--- src/hdl/fdsp_pkg.sv ---
// ---------------------------------------------------------------------------
// fdsp_pkg
// Shared types, character codes and constants for the framed decimal
// setpoint parser.
// ---------------------------------------------------------------------------
package fdsp_pkg;

    localparam int FRAC_DIGITS = 6;

    localparam int BYTE_W  = 8;
    localparam int CNT_W   = 4;
    localparam int FRAC_W  = 3;
    localparam int MAG_W   = 60;
    localparam int VALUE_W = 61;
    localparam int SUM_W   = 64;
    localparam int POW_W   = 20;
    localparam int TERM_W  = 24;

    localparam logic [MAG_W-1:0]  LIMIT_MAG        = 60'd999999999999999999;
    localparam logic [CNT_W-1:0]  MAX_LENGTH_RESET = 4'd10;
    localparam logic [FRAC_W-1:0] FRAC_LIMIT       = FRAC_W'(FRAC_DIGITS);

    localparam logic [BYTE_W-1:0] CHAR_START   = 8'h56;
    localparam logic [BYTE_W-1:0] CHAR_NEWLINE = 8'h0A;
    localparam logic [BYTE_W-1:0] CHAR_MINUS   = 8'h2D;
    localparam logic [BYTE_W-1:0] CHAR_POINT   = 8'h2E;
    localparam logic [BYTE_W-1:0] CHAR_ZERO    = 8'h30;
    localparam logic [BYTE_W-1:0] CHAR_NINE    = 8'h39;
    localparam logic [BYTE_W-1:0] CHAR_NUL     = 8'h00;

    typedef struct packed {
        logic                in_frame;
        logic [CNT_W-1:0]    char_count;
        logic                is_negative;
        logic                fraction_mode;
        logic [FRAC_W-1:0]   fraction_digits_seen;
        logic                text_ended;
        logic [MAG_W-1:0]    accumulated_value;
    } t_frame_state;

    localparam t_frame_state FRAME_CLEAR = '0;

    // weight of one digit, 10^idx
    function automatic logic [POW_W-1:0] pow10(input logic [FRAC_W-1:0] idx);
        logic [POW_W-1:0] p;
        case (idx)
            3'd0:    p = 20'd1;
            3'd1:    p = 20'd10;
            3'd2:    p = 20'd100;
            3'd3:    p = 20'd1000;
            3'd4:    p = 20'd10000;
            3'd5:    p = 20'd100000;
            3'd6:    p = 20'd1000000;
            default: p = 20'd1;
        endcase
        return p;
    endfunction

endpackage

--- src/hdl/fdsp_update.sv ---
// ---------------------------------------------------------------------------
// fdsp_update
// Per-byte frame and number update: takes the frame state and one byte,
// gives the next state and, on a closing newline, the signed result.
// ---------------------------------------------------------------------------
module fdsp_update
    import fdsp_pkg::*;
(
    input  t_frame_state            i_state,
    input  logic [BYTE_W-1:0]       i_byte,
    input  logic [CNT_W-1:0]        i_max_length,
    output t_frame_state            o_state,
    output logic                    o_emit,
    output logic [VALUE_W-1:0]      o_value
);

    logic [3:0]          digit;
    logic                is_digit;
    logic [SUM_W-1:0]    acc_ext;
    logic [TERM_W-1:0]   int_term;
    logic [SUM_W-1:0]    int_sum;
    logic [MAG_W-1:0]    int_sat;
    logic [FRAC_W-1:0]   frac_seen_next;
    logic [TERM_W-1:0]   frac_term;
    logic [SUM_W-1:0]    frac_sum;
    logic [MAG_W-1:0]    frac_sat;
    logic                too_long;
    logic                first;
    logic [VALUE_W-1:0]  mag_ext;

    assign digit          = i_byte[3:0];
    assign is_digit       = (i_byte inside {[CHAR_ZERO:CHAR_NINE]});
    assign acc_ext        = SUM_W'(i_state.accumulated_value);

    // integer digit: acc * 10 + d * 10^FRAC_DIGITS
    assign int_term       = TERM_W'(digit) * TERM_W'(pow10(FRAC_LIMIT));
    assign int_sum        = (acc_ext << 3) + (acc_ext << 1) + SUM_W'(int_term);
    assign int_sat        = (int_sum > SUM_W'(LIMIT_MAG)) ? LIMIT_MAG : int_sum[MAG_W-1:0];

    // fraction digit weighted by its place
    assign frac_seen_next = i_state.fraction_digits_seen + FRAC_W'(1);
    assign frac_term      = TERM_W'(digit) * TERM_W'(pow10(FRAC_LIMIT - frac_seen_next));
    assign frac_sum       = acc_ext + SUM_W'(frac_term);
    assign frac_sat       = (frac_sum > SUM_W'(LIMIT_MAG)) ? LIMIT_MAG : frac_sum[MAG_W-1:0];

    assign too_long       = ({1'b0, i_state.char_count} + 5'd1) > {1'b0, i_max_length};
    assign first          = (i_state.char_count == '0);

    assign mag_ext        = VALUE_W'(i_state.accumulated_value);
    assign o_value        = i_state.is_negative ? (~mag_ext + VALUE_W'(1)) : mag_ext;

    always_comb begin
        o_state = i_state;
        o_emit  = 1'b0;
        if (!i_state.in_frame) begin
            if (i_byte == CHAR_START) begin
                o_state          = FRAME_CLEAR;
                o_state.in_frame = 1'b1;
            end
        end else if (i_byte == CHAR_START) begin
            o_state = i_state;
        end else if (i_byte == CHAR_NEWLINE) begin
            o_emit  = 1'b1;
            o_state = FRAME_CLEAR;
        end else if (too_long) begin
            o_state = FRAME_CLEAR;
        end else begin
            o_state.char_count = i_state.char_count + CNT_W'(1);
            if (!i_state.text_ended) begin
                if (i_byte == CHAR_NUL) begin
                    o_state.text_ended = 1'b1;
                end else if (first && i_byte == CHAR_MINUS) begin
                    o_state.is_negative = 1'b1;
                end else if (i_byte == CHAR_POINT) begin
                    o_state.fraction_mode = 1'b1;
                end else if (is_digit) begin
                    if (i_state.fraction_mode) begin
                        if (i_state.fraction_digits_seen < FRAC_LIMIT) begin
                            o_state.fraction_digits_seen = frac_seen_next;
                            o_state.accumulated_value    = frac_sat;
                        end
                    end else begin
                        o_state.accumulated_value = int_sat;
                    end
                end
            end
        end
    end

endmodule

--- src/hdl/framed_decimal_setpoint_parser.sv ---
// ---------------------------------------------------------------------------
// framed_decimal_setpoint_parser
// Parses 'V'-framed ASCII decimal setpoints into signed fixed point.
// ---------------------------------------------------------------------------
// Takes one received byte per cycle, back to back. A byte goes into an input
// register, the frame and number state is updated from it, and a closing
// newline loads the signed value (magnitude times 10^6, saturated at
// 999999999999999999) into the result register, which offers it. The input
// side only stalls when that result register is full and not being taken.
// max_length is written through its own channel, which is always ready; the
// user must write it only while idle, as the block does not enforce this.
module framed_decimal_setpoint_parser
    import fdsp_pkg::*;
(
    input  logic                 i_clk,
    input  logic                 i_rst_n,

    input  logic                 i_cfg_valid,
    output logic                 o_cfg_ready,
    input  logic [CNT_W-1:0]     i_max_length,

    input  logic                 i_rx_valid,
    output logic                 o_rx_ready,
    input  logic [BYTE_W-1:0]    i_rx_byte,

    output logic                 o_setpoint_valid,
    input  logic                 i_setpoint_ready,
    output logic [VALUE_W-1:0]   o_setpoint_value
);

    logic                r_in_valid;
    logic [BYTE_W-1:0]   r_in_byte;
    logic [CNT_W-1:0]    r_max_length;
    t_frame_state        r_state;
    t_frame_state        n_state;
    logic                r_out_valid;
    logic [VALUE_W-1:0]  r_out_value;

    logic                stage_go;
    logic                emit;
    logic [VALUE_W-1:0]  value;

    fdsp_update u_update (
        .i_state      (r_state),
        .i_byte       (r_in_byte),
        .i_max_length (r_max_length),
        .o_state      (n_state),
        .o_emit       (emit),
        .o_value      (value)
    );

    assign stage_go         = r_in_valid && (!r_out_valid || i_setpoint_ready);
    assign o_rx_ready       = !r_in_valid || stage_go;
    assign o_cfg_ready      = 1'b1;
    assign o_setpoint_valid = r_out_valid;
    assign o_setpoint_value = r_out_value;

    always_ff @(posedge i_clk) begin
        if (!i_rst_n) begin
            r_in_valid   <= 1'b0;
            r_out_valid  <= 1'b0;
            r_state      <= FRAME_CLEAR;
            r_max_length <= MAX_LENGTH_RESET;
        end else begin
            if (o_rx_ready) begin
                r_in_valid <= i_rx_valid;
            end
            if (stage_go) begin
                r_state <= n_state;
            end
            if (stage_go && emit) begin
                r_out_valid <= 1'b1;
            end else if (i_setpoint_ready) begin
                r_out_valid <= 1'b0;
            end
            if (i_cfg_valid) begin
                r_max_length <= i_max_length;
            end
        end
    end

    // payload registers
    always_ff @(posedge i_clk) begin
        if (i_rx_valid && o_rx_ready) begin
            r_in_byte <= i_rx_byte;
        end
        if (stage_go && emit) begin
            r_out_value <= value;
        end
    end

endmodule
--- config.mk ---
export PLATFORM = sky130hd
export DESIGN_NAME = framed_decimal_setpoint_parser
export DESIGN_NICKNAME = d
export VERILOG_FILES = /design/src/hdl/fdsp_pkg.sv /design/src/hdl/fdsp_update.sv /design/src/hdl/framed_decimal_setpoint_parser.sv
export SDC_FILE = /design/constraint.sdc
export NUM_CORES = 1
export LEC_CHECK = 0
export ABC_AREA = 1
export ABC_CLOCK_PERIOD_IN_PS = 17200
export BUFFER_PORTS_ARGS = -buffer_cell sky130_fd_sc_hd__buf_2
export CAP_MARGIN = 30
export CORE_ASPECT_RATIO = 1.4
export CORE_UTILIZATION = 60
export CTS_BUF_LIST = sky130_fd_sc_hd__clkbuf_8
export CTS_CLUSTER_DIAMETER = 200
export DETAILED_ROUTE_END_ITERATION = 10
export HOLD_SLACK_MARGIN = 0.1
export PLACE_DENSITY_LB_ADDON = 0.15
export SLEW_MARGIN = 25
export SYNTH_ARGS = -nofsm -noshare
export SYNTH_HDL_FRONTEND = slang
export SYNTH_SLANG_ARGS = --single-unit
export TNS_END_PERCENT = 5
--- constraint.sdc ---
create_clock -name i_clk -period 17.2 [get_ports i_clk]
set_input_delay 1.72 -clock i_clk [delete_from_list [all_inputs] [get_ports i_clk]]
set_output_delay 1.72 -clock i_clk [all_outputs]
set_load 0.01 [all_outputs]
# [Yosys cells after proc, flatten, opt, wreduce, memory -nomap -nowiden]
# Cells that the tools add are included.
[word_totals] register_bits=146 latchBits=0 ram_bits=0 mem_bits_ro=0 in_bits=17 output_inout_bits=64 word_cells=100 n_memories=0
[op_classes] add_sub_neg=8 n_mul=2 n_div=0 magnitude_cmp=6 eq_ne=16 shift=0 muxes=31 bitwise_logic=1 n_reduce_logical=23
[ops] cell="60-bit 2-to-1 mux" count=9
[ops] cell="71-bit 2-to-1 mux" count=4
[ops] cell="64-bit by 60-bit > comparator with 1-bit output, second input constant" count=2
[ops] cell="20-bit case mux with 6 select lines" count=1
[ops] cell="70-bit 2-to-1 mux" count=1
[ops] cell="66-bit 2-to-1 mux" count=1
[ops] cell="63-bit by 61-bit adder with 64-bit output" count=1
[ops] cell="64-bit by 24-bit adder with 64-bit output" count=1
[ops] cell="60-bit by 24-bit adder with 61-bit output" count=1
[ops] cell="61-bit by 1-bit adder with 61-bit output, second input constant" count=1
[ops] cell="60-bit inverter with 61-bit output" count=1
[ops] cell="4-bit by 20-bit multiplier with 24-bit output" count=1
[ops] cell="4-bit nonzero test" count=5
[ops] cell="4-bit by 14-bit multiplier with 18-bit output, second input constant" count=1
[ops] cell="8-bit by 6-bit == test with 1-bit output, second input constant" count=2
[ops] cell="4-bit by 1-bit != test with 1-bit output, second input constant" count=4
[ops] cell="3-bit 2-to-1 mux" count=4
[ops] cell="10-bit AND reduction" count=1
[ops] cell="3-bit == test, second input constant" count=3
[ops] cell="1-bit 2-to-1 mux" count=9
[ops] cell="9-bit AND reduction" count=1
[ops] cell="8-bit by 4-bit == test with 1-bit output, second input constant" count=1
[ops] cell="8-bit by 7-bit == test with 1-bit output, second input constant" count=1
[ops] cell="8-bit by 6-bit >= comparator with 1-bit output, second input constant" count=1
[ops] cell="other kinds (22)" count=30

# [Longest topological paths before layout]
[depth] ltp_word=19 ltp_mapped=42 ltp_nobuf=41

# [By module]
# Synthesis repeated with hierarchy kept, for this count alone.
[unflattened] hier_cells=4213 hier_area_um2=23757.8
[modules_own_cells] mod="fdsp_update" instances=1 cells_per_inst=3643 area_per_inst_um2=18291.3 seq_area_each_um2=0.0
[modules_own_cells] mod="framed_decimal_setpoint_parser" instances=1 cells_per_inst=570 area_per_inst_um2=5466.5 seq_area_each_um2=3613.5

# [Worst setup path after synthesis]
# Ideal clock, no wire load.
[synth_timing] kind="input-to-reg" from="in i_setpoint_ready" to="reg r_out_value[0] (netlist: o_setpoint_value[0]) (enable)" setup_time_ns=0.555 arrival_time_ns=6.202 t_required_ns=16.645 path_slack_ns=10.443 path_stages=6 n_path_buf=0 path_cell_list="inv_1 > nand2_1 > nand2_1 > inv_1 > nand2_1 > nor3_1"
[synth_between] elab_chain_cells=3
[synth_rtl] element="start: declaration" line_no="framed_decimal_setpoint_parser.sv:27" rtl="input logic i_setpoint_ready,"
[synth_rtl] element="1-bit logical OR" line_no="framed_decimal_setpoint_parser.sv:52" rtl="assign stage_go = r_in_valid && (!r_out_valid || i_setpoint_ready);"
[synth_rtl] element="1-bit logical AND" line_no="framed_decimal_setpoint_parser.sv:52"
[synth_rtl] element="1-bit logical AND" line_no="framed_decimal_setpoint_parser.sv:87" rtl="if (stage_go && emit) begin"
[synth_rtl] element="end signal: assignment" line_no="framed_decimal_setpoint_parser.sv:88" rtl="r_out_value <= value;"
[synth_rtl] element="end: declaration" line_no="framed_decimal_setpoint_parser.sv:37" rtl="logic [VALUE_W-1:0] r_out_value;"
# No other way between the ends.
# A chain may end at the register's enable or synchronous reset.

# [Worst setup path in the final report]
[layout_timing] from="reg r_state[62] (netlist bit)" to="reg r_state[52] (netlist bit)"
[layout_between] elab_chain_cells=19 word_cells_on_any_way=27 cone_classes="3 x add/sub; 1 x mul; 2 x order compare; 7 x eq/ne; 13 x mux; 1 x reduce/logical"
[layout_rtl] element="start: declaration" line_no="framed_decimal_setpoint_parser.sv:34" rtl="t_frame_state r_state;"
[layout_rtl] element="start signal: assignment" line_no="framed_decimal_setpoint_parser.sv:69" rtl="r_state <= n_state;"
[layout_rtl] element="3-bit by 1-bit adder with 3-bit output" line_no="fdsp_update.sv:41" rtl="assign frac_seen_next = i_state.fraction_digits_seen + FRAC_W'(1);"
[layout_rtl] element="3-bit subtractor" line_no="fdsp_update.sv:42" rtl="assign frac_term = TERM_W'(digit) * TERM_W'(pow10(FRAC_LIMIT - frac_seen_next));"
[layout_rtl] element="3-bit == test (tied with other cells)" line_no="fdsp_pkg.sv:46" rtl="case (idx)"
[layout_rtl] element="20-bit case mux with 6 select lines" line_no="fdsp_pkg.sv:46"
[layout_rtl] element="4-bit by 20-bit multiplier with 24-bit output" line_no="fdsp_update.sv:42"
[layout_rtl] element="60-bit by 24-bit adder with 61-bit output" line_no="fdsp_update.sv:43" rtl="assign frac_sum = acc_ext + SUM_W'(frac_term);"
[layout_rtl] element="64-bit by 60-bit > comparator with 1-bit output" line_no="fdsp_update.sv:44" rtl="assign frac_sat = (frac_sum > SUM_W'(LIMIT_MAG)) ? LIMIT_MAG : frac_sum[MAG_W-1:0];"
[layout_rtl] element="60-bit 2-to-1 mux" line_no="fdsp_update.sv:44"
[layout_rtl] element="[... 3 more ...]"
[layout_rtl] element="60-bit 2-to-1 mux" line_no="fdsp_update.sv:74" rtl="end else if (i_byte == CHAR_POINT) begin"
[layout_rtl] element="60-bit 2-to-1 mux" line_no="fdsp_update.sv:72" rtl="end else if (first && i_byte == CHAR_MINUS) begin"
[layout_rtl] element="60-bit 2-to-1 mux" line_no="fdsp_update.sv:70" rtl="if (i_byte == CHAR_NUL) begin"
[layout_rtl] element="66-bit 2-to-1 mux" line_no="fdsp_update.sv:69" rtl="if (!i_state.text_ended) begin"
[layout_rtl] element="70-bit 2-to-1 mux" line_no="fdsp_update.sv:65" rtl="end else if (too_long) begin"
[layout_rtl] element="71-bit 2-to-1 mux" line_no="fdsp_update.sv:62" rtl="end else if (i_byte == CHAR_NEWLINE) begin"
[layout_rtl] element="71-bit 2-to-1 mux" line_no="fdsp_update.sv:60" rtl="end else if (i_byte == CHAR_START) begin"
[layout_rtl] element="71-bit 2-to-1 mux" line_no="fdsp_update.sv:55" rtl="if (!i_state.in_frame) begin"
# Several ways; a longest one is shown, not always the timed one. The select of a mux whose other input is x is not followed.

==> run_results.csv <==
group,metric,value,unit
placed_design,io_buffers,79,
worst_setup_path,crit_path_top_delay_cell,"fa_1",
route,drtPass1Iterations,8,
timing,finalCritPeriodShare,0.415,
timing,finalClockSkew,17.3,ps
floorplanning,die_w,157,um
worst_setup_path,endpoint_kind,"register",
yosys,synthCells,3317,
yosys,yosys.area.top_type,"nand2_1",
yosys,ys_seq_area_frac,0.178,
floorplanning,core,33200,um^2
cells_and_area,syn_to_final_growth,5.20,%
cells_and_area,drive_gt1_frac,0.0554,
yosys,ys_async_sr_fraction,0,
yosys,ys_ff_latch,146,
worst_setup_path,startpoint_type,"register",
yosys,synth_edf_count,69,
hold_path,hold_path_class,"reg2reg",
placed_design,dp_hpwl,59000,um
clock_network,insertion_delay,510,ps
placed_design,post-place-ws,9920,ps
clock_network,clk_pin_slew,90,ps
floorplanning,dieHeight,219,um
worst_setup_path,cp_max_fo,60,
job,maxCapViolCount,0,
yosys,synth_area,20300,um^2
grt,grt_use_total,0.432,
timing,report.final.slew_viol_count,0,
run_status,outcome,"completed",
power,powerDensity,42.3,nW/um^2
worst_setup_path,cp_num_buf_inv,5,
grt,grt_pass1_wl,112000,um
floorplanning,io_pins,81,
route,wl,72600,um
route,wl_per_cell,19.1,um
worst_setup_path,cpLargestDelayFamily,"simple AND/OR/NAND/NOR gates",
cells_and_area,final_cells,3803,
clock_network,cts_made_buffers,17,
hold_path,hold_depth,2,
yosys,synth_cell_types,52,
yosys,syn_avg_cell_area,6.11,um^2
grt,grt-ovfl-total,0,
cells_and_area,fill_cells,3227,
timing,final.setup.tns,0,ps
worst_setup_path,critical_path_arrival,7500,ps
route,drtIter0Drc,2006,
yosys,yosys_warnings,0,
timing,finalHoldViolations,0,
route,vias_per_cell,5.75,
floorplanning,start_util,0.610,
clock_network,htreeDepth,4,
timing,layout_setup_ws,10060,ps
grt,grt_max_degree,65,
power,leakage,11.6,nW
worst_setup_path,crit_top_cell,"nand2_1",
timing,fmax,0.140,GHz
clock_network,cts.path.max_buffers,2,
worst_setup_path,required,17560,ps
cells_and_area,fin_util,0.642,
clock_network,cts_setup_buffers,0,
worst_setup_path,path_depth,35,
yosys,syn-num-nets,3580,
yosys,synth_top_area_share,0.185,
clock_network,cts.repair.resized,0,
timing,rsz0062_at_grt,"false",
timing,holdWs,482,ps
route,drc,0,
clock_network,cts_hold_buf,0,
yosys,synth_area_leaders,"nand2_1 (18%), inv_1 (11%), ha_1 (11%)",
yosys,yosys_most_used_dff,"dfxtp_1",
timing,period_needed,7140,ps
grt,antenna_found_initial,0,
timing,setup_viol,0,
cells_and_area,antenna_cells,0,
worst_setup_path,worstSetupPathType,"reg2reg",
grt,grt_pass1_vias,21397,
worst_setup_path,critical-path-max-stage-delay,540,ps
placed_design,place_inst,3770,
clock_network,tritoncts,"done",
clock_network,root_buffer,"clkbuf_8",
cells_and_area,nets,3608,
clock_network,clock-sinks,146,
timing,maxSlewHeadroom,0.408,
route,antenna_left,0,
placed_design,globalplace.congestion,1.05,
floorplanning,die_area,34500,um^2
power,ir_worst_vdd,63.7,uV
floorplanning,rows,79,
route,vias,21880,
timing,worst_pin_slew,888,ps
worst_setup_path,r2r.worst_path.cells,35,
## sequential cells by signal, indices dropped and copies added, names as in the netlist
signal            flops
r_in_valid            1
r_state              71
o_setpoint_valid      1
r_in_byte             8
r_max_length          4
o_setpoint_value     61
## metal layers
layer | routed length [um] | vias up | global-route usage
li1 | - | 10414 | -
met1 | 25000 | 9819 | 0.440
met2 | 34400 | 1198 | 0.740
met3 | 4690 | 449 | 0.0606
met4 | 8600 | 0 | 0.442
met5 | 0 | - | 0
## tightest hold or removal path, stage by stage (launching register included)
cell and delay, ps:
dfxtp_1 310, inv_1 60, o21ai_0 70
## report_power, final
| part | switching (mW) | internal [mW] | leakage [nW] | total (mW) |
|---|---|---|---|---|
| Clock | 0.152 | 0.136 | 0.216 | 0.289 |
| Combinational | 0.160 | 0.0847 | 10.1 | 0.244 |
| Sequential | 0.00503 | 0.363 | 1.27 | 0.368 |
## placed cells by master (no fill, tap or decap), types with 14 or more instances in the layout
cell	n
a21oi_1	162
buf_2	79
clkbuf_8	19
dfxtp_1	77
edfxtp_1	69
fa_1	74
ha_1	172
inv_1	616
inv_2	18
nand2_1	998
nand3_1	282
nand3b_1	19
nand4_1	72
nor2_1	368
nor3_1	27
nor4_1	14
o21ai_0	41
xnor2_1	39
xor2_1	82
## cells by family (layout without fill, tap and decap cells)
logic type | after synthesis | count (layout) | share of synthesized area
buf+inv | 717 | 758 | 0.138
other cells | 1 | 1 | 0.000185
simple gates | 1836 | 1836 | 0.385
compound gates | 250 | 250 | 0.0663
fa+ha+maj | 246 | 246 | 0.179
xor+xnor | 121 | 121 | 0.0523
flops | 146 | 146 | 0.178
## cell type report
type	count	area, um^2	area share
Clock buffer	19	262	0.0123
Clock inverter	13	131	0.00616
Inverter	634	2380	0.112
Multi-Input combinational cell	2454	13900	0.650
Sequential cell	146	3610	0.170
Tap cell	445	557	0.0261
Timing Repair Buffer	92	518	0.0243
## stage by stage
stage / cell area, um^2 / power [mW]
final: 21300 / 0.901
after CTS: 21300 / 0.894
after floorplan: 20300 / 0.549
after global routing: 21300 / 0.942
after detailed placement: 20900 / 0.616
after global placement: 20900 / 0.609
## Yosys cell counts, types with 9 or more instances
cell type and number:
nor4_1 14, a21oi_1 162, inv_2 18, nand2_1 998, xor2_1 82, buf_2 39, clkbuf_1 30, nand2_2 9
edfxtp_1 69, fa_1 74, xnor2_1 39, nand3b_1 19, nor2_1 368, o21bai_1 12, nand4_1 72, nor3_2 10
o21ai_0 41, nor3_1 28, inv_1 613, nand3_1 282, ha_1 172, dfxtp_1 77
## path summary, 6_finish.rpt
path,start,end,slack [ps]
hold reg to reg,r_max_length[3],r_max_length[3],480
setup reg to reg,r_state[62],r_state[52],10060
setup / recovery,r_state[62],r_state[52],10060
hold / removal,r_max_length[3],r_max_length[3],480
Note: power is estimated with default switching activity, not from simulation.
